File: src/hdl/slmm_pkg.sv
// Package with widths, word types, state codes and helpers of the sample statistics block.
`default_nettype none
package slmm_pkg;

    localparam int DEPTH      = 128;
    localparam int RAW_W      = 10;
    localparam int VAL_W      = 8;
    localparam int VAL_MAX    = 254;
    localparam int CNT_W      = $clog2(DEPTH);
    localparam int SUM_W      = $clog2(VAL_MAX * (DEPTH - 1) + 1);
    localparam int MEAN_W     = 16;
    localparam int FRAC_W     = 8;
    localparam int CUR_W      = 11;
    localparam int ENTRY_W    = 7;
    localparam int STEP_W     = $clog2(MEAN_W);
    localparam int RAW_OFFSET = 4;

    localparam logic FUNC_LOG   = 1'b0;
    localparam logic FUNC_STATS = 1'b1;

    typedef struct packed {
        logic             func;
        logic [RAW_W-1:0] raw_sample;
    } t_in_word;

    typedef struct packed {
        logic signed [CUR_W-1:0]   current_quarters;
        logic        [MEAN_W-1:0]  mean_x256;
        logic        [VAL_W-1:0]   max_value;
        logic        [VAL_W-1:0]   min_value;
        logic        [ENTRY_W-1:0] entry_count;
        logic                      window_empty;
    } t_out_word;

    typedef enum logic [1:0] {
        S_IDLE,
        S_LOAD,
        S_DIV,
        S_DONE
    } t_state;

    typedef struct packed {
        logic accept;
        logic load;
        logic step;
        logic finish;
    } t_dp_cmd;

    typedef struct packed {
        logic empty;
        logic out_busy;
    } t_dp_stat;

    // Readings below the offset clamp to zero instead of going negative.
    function automatic logic [VAL_W-1:0] scale_sample(input logic [RAW_W-1:0] raw);
        logic [RAW_W-1:0] diff;
        diff = raw - RAW_W'(RAW_OFFSET);
        if (raw < RAW_W'(RAW_OFFSET)) begin
            return '0;
        end
        return VAL_W'(diff >> 2);
    endfunction

endpackage
`default_nettype wire

File: src/hdl/slmm_if.sv
// Valid/ready stream interfaces for the sample and statistics channels.
`default_nettype none
interface slmm_in_if
    import slmm_pkg::*;
();
    logic     valid;
    logic     ready;
    t_in_word data;

    modport source (output valid, output data, input ready);
    modport sink   (input valid, input data, output ready);
endinterface

interface slmm_out_if
    import slmm_pkg::*;
();
    logic      valid;
    logic      ready;
    t_out_word data;

    modport source (output valid, output data, input ready);
    modport sink   (input valid, input data, output ready);
endinterface
`default_nettype wire

File: src/hdl/slmm_ctrl.sv
// Controller state machine: accepts a word, sequences the mean divider, hands off the result.
`default_nettype none
module slmm_ctrl
    import slmm_pkg::*;
(
    input  wire logic     i_clk,
    input  wire logic     i_rst_n,
    input  wire logic     i_in_valid,
    input  wire t_dp_stat i_stat,
    output logic          o_in_ready,
    output t_dp_cmd       o_cmd
);

    t_state            r_state, n_state;
    logic [STEP_W-1:0] r_step, n_step;

    always_ff @(posedge i_clk) begin
        if (!i_rst_n) begin
            r_state <= S_IDLE;
            r_step  <= '0;
        end else begin
            r_state <= n_state;
            r_step  <= n_step;
        end
    end

    always_comb begin
        n_state    = r_state;
        n_step     = r_step;
        o_in_ready = 1'b0;
        o_cmd      = '0;
        unique case (r_state)
            S_IDLE: begin
                // No word is taken while reset is held.
                o_in_ready = i_rst_n;
                if (i_in_valid && i_rst_n) begin
                    o_cmd.accept = 1'b1;
                    n_state      = S_LOAD;
                end
            end
            S_LOAD: begin
                o_cmd.load = 1'b1;
                n_step     = '0;
                // An empty window has a mean of zero, so the divider is skipped.
                n_state    = i_stat.empty ? S_DONE : S_DIV;
            end
            S_DIV: begin
                o_cmd.step = 1'b1;
                n_step     = r_step + 1'b1;
                if (r_step == STEP_W'(MEAN_W - 1)) begin
                    n_state = S_DONE;
                end
            end
            S_DONE: begin
                if (!i_stat.out_busy) begin
                    o_cmd.finish = 1'b1;
                    n_state      = S_IDLE;
                end
            end
            default: begin
                n_state = S_IDLE;
            end
        endcase
    end

endmodule
`default_nettype wire

File: src/hdl/slmm_dp.sv
// Datapath: running aggregates, restoring divider for the mean, and output register.
`default_nettype none
module slmm_dp
    import slmm_pkg::*;
(
    input  wire logic     i_clk,
    input  wire logic     i_rst_n,
    input  wire t_dp_cmd  i_cmd,
    input  wire t_in_word i_in_data,
    input  wire logic     i_out_ready,
    output t_dp_stat      o_stat,
    output logic          o_out_valid,
    output t_out_word     o_out_data
);

    logic [CNT_W-1:0]  r_count, n_count;
    logic [SUM_W-1:0]  r_sum, n_sum;
    logic [VAL_W-1:0]  r_max, n_max;
    logic [VAL_W-1:0]  r_min, n_min;
    logic [RAW_W-1:0]  r_raw;
    logic [CNT_W-1:0]  r_rem, n_rem;
    logic [MEAN_W-1:0] r_quo, n_quo;
    logic              r_out_valid;
    t_out_word         r_out;

    logic [VAL_W-1:0] val;
    logic [CNT_W:0]   count_inc;
    logic [CNT_W:0]   trial;
    logic             fits;

    assign val       = scale_sample(i_in_data.raw_sample);
    assign count_inc = {1'b0, r_count} + 1'b1;

    // Aggregate update when a sample is logged; the window restarts once full.
    always_comb begin
        n_count = r_count;
        n_sum   = r_sum;
        n_max   = r_max;
        n_min   = r_min;
        if (i_cmd.accept && (i_in_data.func == FUNC_LOG)) begin
            if (count_inc >= (CNT_W + 1)'(DEPTH)) begin
                n_count = '0;
                n_sum   = '0;
                n_max   = '0;
                n_min   = '0;
            end else begin
                n_count = count_inc[CNT_W-1:0];
                n_sum   = r_sum + SUM_W'(val);
                if (r_count == '0) begin
                    n_max = val;
                    n_min = val;
                end else begin
                    if (val > r_max) n_max = val;
                    if (val < r_min) n_min = val;
                end
            end
        end
    end

    // The quotient never exceeds sixteen bits, so the high dividend bits
    // already form a partial remainder below the divisor.
    assign trial = {r_rem, r_quo[MEAN_W-1]};
    assign fits  = trial >= {1'b0, r_count};

    always_comb begin
        n_rem = r_rem;
        n_quo = r_quo;
        if (i_cmd.load) begin
            n_rem = CNT_W'(r_sum >> FRAC_W);
            n_quo = {r_sum[FRAC_W-1:0], {(MEAN_W - FRAC_W){1'b0}}};
        end else if (i_cmd.step) begin
            n_rem = fits ? CNT_W'(trial - {1'b0, r_count}) : trial[CNT_W-1:0];
            n_quo = {r_quo[MEAN_W-2:0], fits};
        end
    end

    always_ff @(posedge i_clk) begin
        if (!i_rst_n) begin
            r_count     <= '0;
            r_sum       <= '0;
            r_max       <= '0;
            r_min       <= '0;
            r_out_valid <= 1'b0;
        end else begin
            r_count <= n_count;
            r_sum   <= n_sum;
            r_max   <= n_max;
            r_min   <= n_min;
            if (i_cmd.finish) begin
                r_out_valid <= 1'b1;
            end else if (i_out_ready) begin
                r_out_valid <= 1'b0;
            end
        end
    end

    always_ff @(posedge i_clk) begin
        r_rem <= n_rem;
        r_quo <= n_quo;
        if (i_cmd.accept) begin
            r_raw <= i_in_data.raw_sample;
        end
        if (i_cmd.finish) begin
            r_out.current_quarters <= $signed(CUR_W'(r_raw) - CUR_W'(RAW_OFFSET));
            r_out.mean_x256        <= (r_count == '0) ? '0 : r_quo;
            r_out.max_value        <= r_max;
            r_out.min_value        <= r_min;
            r_out.entry_count      <= ENTRY_W'(r_count);
            r_out.window_empty     <= (r_count == '0);
        end
    end

    assign o_stat.empty    = (r_count == '0);
    assign o_stat.out_busy = r_out_valid && !i_out_ready;
    assign o_out_valid     = r_out_valid;
    assign o_out_data      = r_out;

endmodule
`default_nettype wire

File: src/hdl/sample_log_min_max_mean.sv
// Top level of the sample statistics block: controller plus datapath.
//
// Input channel i_sample carries one word per sample: func selects logging
// (FUNC_LOG) or a statistics request (FUNC_STATS), raw_sample is the 10-bit
// converter reading. Output channel o_stats returns exactly one word per
// accepted input: current reading in quarter units, Q8.8 mean, maximum,
// minimum and entry count of the window, and an empty flag.
// Statistics on a log word already include the sample just logged, unless
// it fills the window, which then restarts empty without that sample.
// Aggregates update at the accepting edge; then the divider is loaded, runs
// its steps and the result is handed off (an empty window skips the steps).
// A new word is accepted only back in idle, after the hand-off; the mean
// comes from a restoring divider that yields one quotient bit per cycle.
// The output register lets a new word be accepted while a result waits;
// if the receiver stalls longer, the next result holds in the controller
// until the output register frees, and no further word is accepted.
// Synchronous active-low reset empties the window and drops the output valid.
`default_nettype none
module sample_log_min_max_mean
    import slmm_pkg::*;
(
    input  wire logic i_clk,
    input  wire logic i_rst_n,
    slmm_in_if.sink   i_sample,
    slmm_out_if.source o_stats
);

    t_dp_cmd  cmd;
    t_dp_stat stat;
    logic     in_ready;
    logic     out_valid;
    t_out_word out_data;

    slmm_ctrl u_ctrl (
        .i_clk      (i_clk),
        .i_rst_n    (i_rst_n),
        .i_in_valid (i_sample.valid),
        .i_stat     (stat),
        .o_in_ready (in_ready),
        .o_cmd      (cmd)
    );

    slmm_dp u_dp (
        .i_clk       (i_clk),
        .i_rst_n     (i_rst_n),
        .i_cmd       (cmd),
        .i_in_data   (i_sample.data),
        .i_out_ready (o_stats.ready),
        .o_stat      (stat),
        .o_out_valid (out_valid),
        .o_out_data  (out_data)
    );

    assign i_sample.ready = in_ready;
    assign o_stats.valid  = out_valid;
    assign o_stats.data   = out_data;

endmodule
`default_nettype wire

File: src/flat_wrapper.sv
// flat-port wrapper written by rule: the top's interface ports become plain ports
module sample_log_min_max_mean_flat import slmm_pkg::*;
  (i_clk, i_rst_n, i_sample_valid, i_sample_data, i_sample_ready, o_stats_valid, o_stats_data, o_stats_ready);
  slmm_in_if i_sample_i ();
  slmm_out_if o_stats_i ();
  input  wire logic i_clk;
  input  wire logic i_rst_n;
  input wire logic [$bits(i_sample_i.valid)-1:0] i_sample_valid;
  input wire logic [$bits(i_sample_i.data)-1:0] i_sample_data;
  output wire logic [$bits(i_sample_i.ready)-1:0] i_sample_ready;
  output wire logic [$bits(o_stats_i.valid)-1:0] o_stats_valid;
  output wire logic [$bits(o_stats_i.data)-1:0] o_stats_data;
  input wire logic [$bits(o_stats_i.ready)-1:0] o_stats_ready;
  assign i_sample_i.valid = i_sample_valid;
  assign i_sample_i.data = i_sample_data;
  assign i_sample_ready = i_sample_i.ready;
  assign o_stats_valid = o_stats_i.valid;
  assign o_stats_data = o_stats_i.data;
  assign o_stats_i.ready = o_stats_ready;
  sample_log_min_max_mean u_core (.i_clk(i_clk), .i_rst_n(i_rst_n), .i_sample(i_sample_i), .o_stats(o_stats_i));
endmodule
File: config.mk
export PLATFORM = sky130hd
export DESIGN_NAME = sample_log_min_max_mean_flat
export DESIGN_NICKNAME = d
export VERILOG_FILES = /design/src/hdl/slmm_pkg.sv /design/src/hdl/slmm_if.sv /design/src/hdl/slmm_ctrl.sv /design/src/hdl/slmm_dp.sv /design/src/hdl/sample_log_min_max_mean.sv /design/src/flat_wrapper.sv
export SDC_FILE = /design/constraint.sdc
export NUM_CORES = 1
export LEC_CHECK = 0
export BUFFER_PORTS_ARGS = -buffer_cell sky130_fd_sc_hd__buf_2
export CAP_MARGIN = 20
export CORE_MARGIN = 3
export CORE_UTILIZATION = 30
export CTS_CLUSTER_DIAMETER = 40
export DETAILED_ROUTE_END_ITERATION = 6
export GPL_TIMING_DRIVEN = 0
export PLACE_DENSITY = 0.47
export RECOVER_POWER = 50
export SYNTH_ARGS = -nofsm -noshare
export SYNTH_HDL_FRONTEND = slang
export SYNTH_HIERARCHICAL = 1
export SYNTH_SLANG_ARGS = --single-unit
File: constraint.sdc
create_clock -name i_clk -period 4.2 [get_ports i_clk]
set_input_delay 0.21 -clock i_clk [delete_from_list [all_inputs] [get_ports i_clk]]
set_output_delay 0.21 -clock i_clk [all_outputs]
set_load 0.005 [all_outputs]
==> results of run 1 <==
[cell type report]
type / count / area, um^2
Fill cell: 2044 / 12800
Sequential cell: 129 / 3340
Multi-Input combinational cell: 381 / 2760
Clock buffer: 17 / 425
Timing Repair Buffer: 71 / 344
Tap cell: 270 / 338
Clock inverter: 15 / 190
Inverter: 37 / 139
Buffer: 19 / 73.8
[metrics by stage]
step	hold slack [ps]	instances	setup WS [ps]	utilization, %
5_1_grt	94.1	939	215	37.2
3_5_place_dp	397	904	262	34.3
3_3_place_gp	395	903	-360	34.2
4_1_cts	9.24	939	656	37.5
2_1_floorplan	309	566	850	-
6_report	89.2	939	622	37.2
[flip-flops by register name (all words and copies together) (netlist names)]
| name | count |
|---|---|
| u_core/u_ctrl/r_state | 2 |
| u_core/u_dp/r_raw | 10 |
| u_core/u_dp/r_max | 8 |
| u_core/u_dp/r_min | 8 |
| u_core/u_dp/r_count | 7 |
| u_core/u_dp/r_quo | 16 |
| u_core/u_ctrl/r_step | 4 |
| u_core/u_dp/o_out_valid | 1 |
| u_core/u_dp/r_sum | 15 |
| u_core/u_dp/o_out_data | 51 |
| u_core/u_dp/r_rem | 7 |
[final timing paths]
path | from | to | slack, ps | cells past startpoint
setup / recovery | i_sample_data[2] | u_core/u_dp/r_min[0] | 620 | 15
setup reg to reg | u_core/u_ctrl/r_state[0] | u_core/u_dp/r_max[2] | 1000 | 8
hold / removal | i_sample_data[3] | u_core/u_dp/r_raw[3] | 90 | 1
hold reg to reg | u_core/u_dp/r_raw[1] | u_core/u_dp/o_out_data[41] | 420 | 0
[report_power, final]
part           switching [uW]  leakage (uW)  internal (uW)  total [uW]
sequential               99.0       0.00112           1570        1670
clock                     554      0.000300            987        1540
combinational             568       0.00127            365         933
[cell families (layout without fill, tap and decap cells)]
group                    after synthesis  count (layout)  share of synthesized area, %
AO/OA/AOI/OAI                        129             129                          15.4
AND/OR/NAND/NOR                      181             181                          15.9
multiplexers                          11              11                          1.76
flip-flops                           129             129                          53.0
adder cells (fa/ha/maj)               34              34                          6.80
buffers and inverters                 56             159                          3.37
XOR/XNOR                              26              26                          3.73
[cell usage in the layout (no fill, tap or decap), types with 5 or more instances in the layout]
cell and n:
xnor2_1 17, o21ai_1 13, buf_2 36, nor2b_1 12, a21oi_1 18, a21boi_0 8, ha_1 31, and3_1 10
and2_1 20, o21ai_0 8, xor2_1 8, nand2_1 31, nand4_1 6, inv_1 37, a31oi_1 5, nand3_1 20
nand2b_1 7, clkbuf_1 49, mux2i_1 10, clkinv_2 5, edfxtp_1 76, a22o_1 12, nor2_1 31, o21a_1 7
nor4_1 7, nor3_1 10, dfxtp_1 53, o211ai_1 6, a32o_1 9, or3_1 6, clkbuf_16 17, a21o_1 6
[critical path: stages]
cell	delay, ps
clkbuf_1	200
inv_1	160
ha_1	310
nor3b_4	370
nand3_1	110
o21ai_0	750
ha_1	390
a21o_1	160
a21oi_1	160
o31ai_1	90
a31oi_1	250
o211ai_1	140
and3_1	190
buf_2	160
a22o_1	240
[repair_timing]
item | 4_1_cts | 5_1_grt
buffers inserted | 0 | 0
hold buffers | 3 | 0
gates resized for setup | 0 | 0
hold endpoints to repair | 3 | 0
[routing by layer]
metal | wire length (um) | vias up
li1 | - | 2288
met1 | 7090 | 2195
met3 | 943 | 16
met2 | 6650 | 126
met5 | 0 | -
met4 | 217 | 0
==> impl_metrics.json, run 1 <==
{
  "clkTransAtPathRegs_ps": 60,
  "worst_setup_path_end_kind": "flop",
  "setup_violations": 0,
  "yosysMostFrequentCell": "edfxtp_1",
  "grt_pass1_vias": 4566,
  "slew_violations": 24,
  "gp_congestion": 0.810,
  "track_usage_pct": 13.5,
  "finalHoldViolations": 0,
  "dr.pass1.iters": 5,
  "drt-wirelength-per-cell_um": 15.9,
  "synth-seq-cells": 129,
  "crit_arrival_ps": 3890,
  "fp.dieW_um": 151,
  "clock_latency_ps": 420,
  "cts_tree": "yes",
  "worst_ep_required_time_ps": 4510,
  "globalRoute.totalOverflow": 0,
  "max_cap_viol_count": 1,
  "cts_max_level": 4,
  "power_density_mw_per_mm2": 545,
  "synth_cells": 566,
  "placed_cell_area_mm2": 0.00701,
  "post-dp-hpwl_um": 10900,
  "p_total_uw": 4140,
  "static-leakage-power_uw": 0.00268,
  "ys.flop_type": "edfxtp_1",
  "port_buffers": 67,
  "std_cell_rows": 52,
  "rsz0062_at_grt": "false",
  "drc": 0,
  "nets": 703,
  "num_vias": 4625,
  "worst_hold_path_type": "in -> reg",
  "initial_core_util_pct": 30.9,
  "period_minus_slack_ps": 3580,
  "relSlewSlack_pct": -69.2,
  "drt_iter0_markers": 298,
  "final.period_utilization_pct": 85.2,
  "clockRootBuffer": "clkbuf_16",
  "status": "finished, violations left",
  "ys_seq_area_share_pct": 53.0,
  "grt_max_degree": 30,
  "finalSetupTns_ps": 0,
  "fin_area_mm2": 0.00761,
  "cts_buffer_depth": 2,
  "final_layout_size_suffix_gt1_share_pct": 13.0,
  "cts.sinks": 129,
  "violations": "capacitance limit, slew limit",
  "tightest_slew_ps": 2530,
  "die_area_mm2": 0.0228,
  "synth_area_mm2": 0.00631,
  "routed_wl_um": 14900,
  "async_flop_share_pct": 0,
  "viasPerCell": 4.93,
  "syn_area_per_cell_um2": 11.2,
  "grt_util_met2_pct": 20.9,
  "ios": 68,
  "yosysWarnings": 6,
  "yosysUniqueCellTypes": 72,
  "grt_pass1_wl_um": 23900,
  "criticalPathCategory": "in -> reg",
  "ant_nets": 0,
  "busiest_layer": "met2",
  "max_freq_ghz": 0.280,
  "vdd_drop_max_v": 0.000214,
  "die_h_um": 151,
  "gr-usage-met1_pct": 18.3,
  "diodes": 0,
  "yosysTopAreaCell": "edfxtp_1",
  "synth_nets": 613,
  "grt_antenna_before_repair": 0,
  "area_delta_synth_final_pct": 20.6,
  "numCtsBuffers": 17,
  "finalClockSkew_ps": 11.7,
  "use_met3_pct": 3.50,
  "startpoint_type": "primary input",
  "yosys-top-cells-count": "edfxtp_1 (76), dfxtp_1 (53), inv_1 (37)",
  "core_mm2": 0.0204,
  "synth_edf_count": 76,
  "synthTopCellsByArea": "edfxtp_1 (36%), dfxtp_1 (17%), ha_1 (6.1%)",
  "crit_fanout": 8,
  "synth_top_area_share_pct": 36.2
}
No activity file was read; power rests on OpenSTA's default activity.
==> run 2: changes to the inputs <==
--- a/config.mk
+++ b/config.mk
@@ -12,7 +12,7 @@
 export CTS_CLUSTER_DIAMETER = 40
 export DETAILED_ROUTE_END_ITERATION = 6
 export GPL_TIMING_DRIVEN = 0
-export PLACE_DENSITY = 0.47
+export PLACE_DENSITY = 0.49
 export RECOVER_POWER = 50
 export SYNTH_ARGS = -nofsm -noshare
 export SYNTH_HDL_FRONTEND = slang
==> constraint.sdc (replaced) <==
create_clock -name i_clk -period 3 [get_ports i_clk]
set_input_delay 0.15 -clock i_clk [delete_from_list [all_inputs] [get_ports i_clk]]
set_output_delay 0.15 -clock i_clk [all_outputs]
set_load 0.005 [all_outputs]
==> impl_metrics.json, run 2 (same netlist as run 1, synthesis figures left out) <==
{
  "finalClockSkew_ps": 7.72,
  "core_mm2": 0.0204,
  "relSlewSlack_pct": -30.5,
  "initial_core_util_pct": 30.9,
  "clkPwrFrac_pct": 37.2,
  "numCtsBuffers": 17,
  "combPwrFrac_pct": 23.3,
  "viasPerCell": 5.01,
  "diodes": 0,
  "nets": 709,
  "stdcell_count": 945,
  "crit_fanout": 8,
  "fill_cells": 2041,
  "crit_arrival_ps": 3220,
  "fp.dieW_um": 151,
  "finalHoldViolations": 0,
  "largest_register_ffs": 51,
  "track_usage_pct": 13.6,
  "vdd_drop_max_v": 0.000280,
  "ios": 68,
  "dr.pass1.iters": 4,
  "globalRoute.totalOverflow": 0,
  "drt-wirelength-per-cell_um": 16.0,
  "worst_setup_path_end_kind": "flop",
  "die_h_um": 151,
  "cts_tree": "yes",
  "internal-power_uw": 4130,
  "power_density_mw_per_mm2": 764,
  "post-dp-hpwl_um": 11100,
  "period_minus_slack_ps": 2860,
  "p_total_uw": 5910,
  "grt_pass1_vias": 4604,
  "cts_buffer_depth": 2,
  "dp_cells": 904,
  "swShare_pct": 30.1,
  "final_common_cell": "edfxtp_1",
  "timing.final.ws_setup_ps": 144,
  "fin_hold_ws_ps": 31.4,
  "std_cell_rows": 52,
  "clockRootBuffer": "clkbuf_16",
  "setup_violations": 0,
  "static-leakage-power_uw": 0.00275,
  "routed_wl_um": 15100,
  "tightest_slew_ps": 1950,
  "seq_power_share_pct": 39.5,
  "grt_max_degree": 34,
  "port_buffers": 67,
  "p_sw_uw": 1780,
  "worst_ep_required_time_ps": 3370,
  "cts.sinks": 129,
  "drt_iter0_markers": 313,
  "area_delta_synth_final_pct": 22.6,
  "final.period_utilization_pct": 95.2,
  "status": "finished, violations left",
  "final_layout_size_suffix_gt1_share_pct": 15.3,
  "worst_hold_path_type": "in -> reg",
  "slew_violations": 20,
  "ant_nets": 0,
  "max_freq_ghz": 0.350,
  "layout_common_cells": "edfxtp_1 (76), dfxtp_1 (53), clkbuf_1 (46)",
  "pre_cts_slack_ps": -789,
  "fin_util_pct": 37.9,
  "grt_antenna_before_repair": 0,
  "violations": "capacitance limit, slew limit",
  "clkTransAtPathRegs_ps": 60,
  "cts_max_level": 4,
  "criticalPathCategory": "in -> reg",
  "drc": 0,
  "gp_congestion": 0.807,
  "max_cap_viol_count": 1,
  "clock_latency_ps": 420,
  "grt_pass1_wl_um": 24100,
  "startpoint_type": "primary input",
  "die_area_mm2": 0.0228,
  "num_vias": 4730
}
run 2: what timing repair did:
item | in CTS | in global routing
hold endpoints to repair | 4 | 0
gates resized for setup | 6 | 10
hold buffers | 4 | 0
setup endpoints to repair | 23 | 21
pin swaps | 0 | 4
setup buffers | 0 | 5
run 2: metrics by stage:
| step | instance area [um^2] | setup TNS, ps |
|---|---|---|
| 6_report | 7740 | 0 |
| 5_1_grt | 7740 | -8.65 |
| 4_1_cts | 7700 | 0 |
| 3_5_place_dp | 7010 | -13140 |
| 3_3_place_gp | 6990 | -14180 |
| 2_1_floorplan | 6310 | 0 |
run 2: path summary, 6_finish.rpt:
check / start / endpoint / slack (ps) / depth (start not counted)
max: i_sample_data[2] / u_core/u_dp/r_sum[9] / 140 / 13
min: i_sample_data[5] / u_core/u_dp/r_raw[5] / 30 / 1
max reg2reg: u_core/u_dp/r_quo[15] / u_core/u_dp/r_rem[1] / 210 / 11
min reg2reg: u_core/u_dp/r_raw[1] / u_core/u_dp/o_out_data[41] / 430 / 0
run 2: critical path, stage by stage:
cell and delay, ps:
buf_2 150, inv_1 120, ha_2 260, or3b_4 440, nor2_4 200, a21oi_1 160
ha_1 370, o21ai_1 90, o41ai_2 260, maj3_2 320, a41oi_2 200, or4_1 430
nand2_1 70
run 2: cell type report:
cell class,instances,area [um^2],share of cell area (%)
clock buffers,17,425,5.50
clock inverters,15,206,2.67
flip-flops and latches,129,3340,43.2
well taps,270,338,4.37
plain buffers,19,75.1,0.970
repair buffers,77,394,5.09
inverters,37,139,1.79
multi-input cells,381,2820,36.4
run 2: routing by layer:
| layer | track usage, % | wire length [um] |
|---|---|---|
| met1 | 18.4 | 7400 |
| met2 | 21.8 | 6820 |
| met3 | 3.44 | 739 |
| met4 | 3.90 | 144 |
| met5 | 0 | 0 |
run 2: power by group through the flow:
stage | clock (uW) | combinational (uW) | sequential [uW]
global placement | 0 | 1300 | 2370
global route | 2330 | 1530 | 2360
floorplan | 0 | 954 | 2330
finish | 2200 | 1380 | 2330
CTS | 2250 | 1370 | 2340
detailed placement | 0 | 1340 | 2370
